### config.mk
export PLATFORM = sky130hd
export DESIGN_NAME = deq_ptr
export DESIGN_NICKNAME = d
export VERILOG_FILES = /design/src/rtl/deq_pkg.sv /design/src/rtl/deq_ptr.sv
export SDC_FILE = /design/constraint.sdc
export NUM_CORES = 1
export LEC_CHECK = 0
export ABC_AREA = 1
export ABC_CLOCK_PERIOD_IN_PS = 2410
export BUFFER_PORTS_ARGS = -buffer_cell sky130_fd_sc_hd__buf_2
export CAP_MARGIN = 30
export CORE_ASPECT_RATIO = 2
export CORE_UTILIZATION = 53
export DETAILED_ROUTE_END_ITERATION = 10
export PLACE_DENSITY_LB_ADDON = 0.12
export SLEW_MARGIN = 20
export SYNTH_ARGS = -nofsm -noshare
export SYNTH_HDL_FRONTEND = slang
export SYNTH_SLANG_ARGS = --single-unit
export TNS_END_PERCENT = 100
### constraint.sdc
create_clock -name aclk -period 2.41 [get_ports aclk]
set_input_delay 0.3615 -clock aclk [delete_from_list [all_inputs] [get_ports aclk]]
set_output_delay 0.3615 -clock aclk [all_outputs]
set_load 0.03 [all_outputs]
### src/rtl/deq_pkg.sv
package deq_pkg;

    // request codes
    localparam logic [2:0] REQ_PUSH_FRONT = 3'd0;
    localparam logic [2:0] REQ_PUSH_BACK  = 3'd1;
    localparam logic [2:0] REQ_POP_FRONT  = 3'd2;
    localparam logic [2:0] REQ_POP_BACK   = 3'd3;
    localparam logic [2:0] REQ_PEEK_FRONT = 3'd4;
    localparam logic [2:0] REQ_PEEK_BACK  = 3'd5;

    // result status codes
    localparam logic [1:0] STATUS_OK    = 2'd0;
    localparam logic [1:0] STATUS_EMPTY = 2'd1;
    localparam logic [1:0] STATUS_FULL  = 2'd2;

    // sequencer states
    typedef enum logic [0:0] {
        ST_IDLE,
        ST_READ
    } state_t;

    // pointer update commands from the sequencer
    typedef struct packed {
        logic push_front;
        logic push_back;
        logic pop_front;
        logic pop_back;
    } ptr_cmd_t;

    // occupancy flags back to the sequencer
    typedef struct packed {
        logic empty;
        logic full;
    } ptr_flags_t;

endpackage

### src/rtl/deq_ptr.sv
module deq_ptr #(
    parameter int DEPTH = 1024
) (
    input  logic                       aclk,
    input  logic                       aresetn,
    input  deq_pkg::ptr_cmd_t          cmd,
    output logic [$clog2(DEPTH)-1:0]   front_addr,
    output logic [$clog2(DEPTH)-1:0]   back_addr,
    output logic [$clog2(DEPTH)-1:0]   push_front_addr,
    output logic [$clog2(DEPTH)-1:0]   push_back_addr,
    output logic [$clog2(DEPTH+1)-1:0] count,
    output logic [$clog2(DEPTH+1)-1:0] count_next,
    output deq_pkg::ptr_flags_t        flags
);

    localparam int AW = $clog2(DEPTH);
    localparam int CW = $clog2(DEPTH + 1);
    localparam int SW = CW + 1;

    logic [AW-1:0] front_reg, front_next;
    logic [CW-1:0] count_reg;
    logic [SW-1:0] tail_sum, back_sum, tail_wrap, back_wrap;

    // end positions, wrapped by one compare and subtract
    always_comb begin
        tail_sum  = SW'(front_reg) + SW'(count_reg);
        back_sum  = tail_sum - SW'(1);
        tail_wrap = (tail_sum >= SW'(DEPTH)) ? tail_sum - SW'(DEPTH) : tail_sum;
        back_wrap = (back_sum >= SW'(DEPTH)) ? back_sum - SW'(DEPTH) : back_sum;
    end

    assign front_addr      = front_reg;
    assign back_addr       = back_wrap[AW-1:0];
    assign push_back_addr  = tail_wrap[AW-1:0];
    assign push_front_addr = (front_reg == '0) ? AW'(DEPTH - 1) : front_reg - AW'(1);

    assign flags.empty = (count_reg == '0);
    assign flags.full  = (count_reg == CW'(DEPTH));
    assign count       = count_reg;

    // next front and count
    always_comb begin
        front_next = front_reg;
        count_next = count_reg;
        if (cmd.push_front) begin
            front_next = push_front_addr;
            count_next = count_reg + CW'(1);
        end else if (cmd.push_back) begin
            count_next = count_reg + CW'(1);
        end else if (cmd.pop_front) begin
            front_next = (front_reg == AW'(DEPTH - 1)) ? '0 : front_reg + AW'(1);
            count_next = count_reg - CW'(1);
        end else if (cmd.pop_back) begin
            count_next = count_reg - CW'(1);
        end
    end

    always_ff @(posedge aclk) begin
        if (!aresetn) begin
            front_reg <= '0;
            count_reg <= '0;
        end else begin
            front_reg <= front_next;
            count_reg <= count_next;
        end
    end

endmodule
==> flow_metrics.tcl <==
set metrics [dict create \
    port_buffers 69 \
    final_common_cell "nand2_1" \
    crit_path_max_incr_delay_ns 0.36 \
    cp-end-kind "output pin" \
    grt_usage_pct 34.86 \
    drc 0 \
    fin_worst_skew_ns 0.004930 \
    cap_violations 0 \
    ctsLongestPathBuffers 2 \
    syn_area_sq_um 2343 \
    start_kind "flip-flop" \
    rsz0062_at_grt "true" \
    synthArstFlopShare_pct 0 \
    finalPower_uw 2992 \
    place_area_sq_um 3070 \
    clk_latency_ns 0.27 \
    grt_max_degree 15 \
    relSlewSlack_pct 67.38 \
    cts_tree "yes" \
    p_leak_uw 0.001890 \
    slowest_stage "dfxtp_4" \
    drt-vias-per-instance 5.707 \
    rows 33 \
    drt_iter0_markers 165 \
    routed-via-count 3276 \
    hold_violations 0 \
    worstPathMaxFanout 3 \
    grt_pass1_vias 2980 \
    hpwl_um 6333 \
    drt-met1-wl_um 2885 \
    path_class "flip-flop to output pin" \
    layout_common_cells "nand2_1, inv_1, buf_2" \
    clk_pin_slew_ns 0.08 \
    met2WireLength_um 4935 \
    hold_path.class "primary input to flip-flop" \
    core-area_sq_um 4170 \
    top_layer "met4" \
    status "finished, violations left" \
    critPathMostFrequentCell "nand2_2" \
    synth.top_cell.area_share_pct 21.14 \
    yosysWarnings 0 \
    num-fill-cells 291 \
    wl_per_cell_um 15.70 \
    max_freq_mhz 364.8 \
    crit_start "count[0]$_SDFF_PN0_" \
    avgSynthCellArea_sq_um 5.674 \
    crit-reg2reg-launch "front_addr[0]$_SDFFE_PN0P_" \
    antenna_found_initial 0 \
    io_pins 70 \
    grt_pass1_wl_um 12510 \
    crit_arrival_ns 2.38 \
    numCtsBuffers 3 \
    synth_edf_count 0 \
    utilization_pct 83.80 \
    dr_wl_met3_um 422 \
    crit_required_ns 2.05 \
    seq_area_frac_synth_pct 17.94 \
    initial_core_util_pct 56.20 \
    drt_pass1_iterations 5 \
    min_from "aresetn" \
    die_x_um 49.02 \
    finalCritPeriodShare_pct 113.7 \
    path_cells "ha_4, inv_2, fa_2, inv_2, nand3_2, nand2_2, buf_4, nand2_2, nand3_1, nand2_2, nor2_1, nand4_1, nand2_1, nand2_1, buf_6" \
    worstMarginPinSlew_ns 0.4888 \
    numClockSinks 21 \
    synthTopCellsByArea "nand2_1, dfxtp_1, inv_1" \
    setup_ws_ns -0.3312 \
    ant_nets 0 \
    synthCells 413 \
    powerDensity_nw_per_um2 856.1 \
    fp.dieH_um 96.04 \
    dieArea_sq_um 4708 \
    synth_cell_types 32 \
    postLayoutCellArea_sq_um 3495 \
    period_minus_slack_ns 2.741 \
    grt-ovfl-total 0 \
    largest_reg_flops 11 \
    cts_root_buf "clkbuf_8" \
    maxSlewViolCount 0 \
    drive_gt1_share_pct 37.36 \
    antenna_cells 0 \
    drt_wl_total_um 9011 \
    ys_ff_latch 21 \
    peakVddDrop_mv 0.7004 \
    syn-num-nets 435 \
    area_growth_syn_to_layout_pct 49.12 \
    synth_top_cell_by_area "nand2_1" \
    gp_congestion 0.9159 \
    synthFlopType "dfxtp_1" \
    nNetsFinal 545 \
    violations "negative setup slack" \
    cts_max_level 1 \
    finalSetupViolCount 7 \
]
synth_stat cells (2+ instances only):
library cell and instances:
nand2_1 132, inv_1 69, nor2_1 42, nand3_1 32
dfxtp_1 21, o21ai_0 19, xor2_1 16, ha_1 15
a21oi_1 12, nand4_1 12, nor3_1 8, a31oi_1 4
clkbuf_1 3, inv_2 3, o21ai_1 3, and2_1 2
nor3_2 2, or2_1 2, or2_2 2, xnor2_1 2
final timing paths:
check	end	slack, ns	cells past startpoint
setup / recovery	back_addr[9]	-0.33	15
hold / removal	front_addr[2]$_SDFFE_PN0P_	0.40	3
setup reg to reg	front_addr[7]$_SDFFE_PN0P_	0.63	9
hold reg to reg	count[10]$_SDFF_PN0_	0.57	3
cells by family after synthesis:
kind of cell / Yosys count / share of synthesized area, %
adders and majority gates: 16 / 8.863
DFF: 21 / 17.94
and+or+nand+nor: 238 / 43.41
AOI/OAI and AO/OA: 44 / 10.57
buffers and inverters: 76 / 12.49
xor gates and xnor gates: 18 / 6.727
report_power, final:
| group | switching, uW | leakage [uW] | internal [uW] |
|---|---|---|---|
| Combinational | 1480 | 0.00169 | 815 |
| Clock | 125 | 0.0000228 | 118 |
| Sequential | 55.3 | 0.000179 | 397 |
stage by stage:
stage                     hold slack, ns  std cells  setup TNS [ns]  worst slack (ns)
after floorplan                   0.4591        413        -0.03140          -0.01808
after global placement            0.5399        557               0           0.01121
after detailed placement          0.5515        557         -0.1287          -0.08964
after CTS                         0.3977        564          -1.298           -0.2686
after global routing              0.4033        574          -2.583           -0.4783
final                             0.3989        574          -1.436           -0.3312
critical path: cells and delay by family (launching register included):
family	cells	cell delay, ns
AND/OR/NAND/NOR	9	0.87
adder cells (fa/ha/maj)	2	0.49
flip-flops	1	0.36
buffers and inverters	4	0.38
per-layer routing:
| metal | GRT usage (%) | up-vias |
|---|---|---|
| met5 | 0 | - |
| met4 | 26.47 | 0 |
| met3 | 3.791 | 79 |
| met2 | 72.92 | 174 |
| met1 | 28.28 | 1496 |
| li1 | - | 1527 |
final cells by class:
| cell class | count | area [sq um] | area share, % |
|---|---|---|---|
| Tap cell | 52 | 65.06 | 1.862 |
| Timing Repair Buffer | 109 | 721.9 | 20.66 |
| Sequential cell | 21 | 447.9 | 12.82 |
| Multi-Input combinational cell | 316 | 1942 | 55.57 |
| Clock buffer | 4 | 45.04 | 1.289 |
| Inverter | 72 | 272.8 | 7.805 |
timing repair:
item	in CTS	in global routing
gates resized for setup	29	56
hold buffers	0	0
pin swaps	13	16
setup buffers	3	10
setup endpoints to repair	10	20
Note: power is estimated with default switching activity, not from simulation.
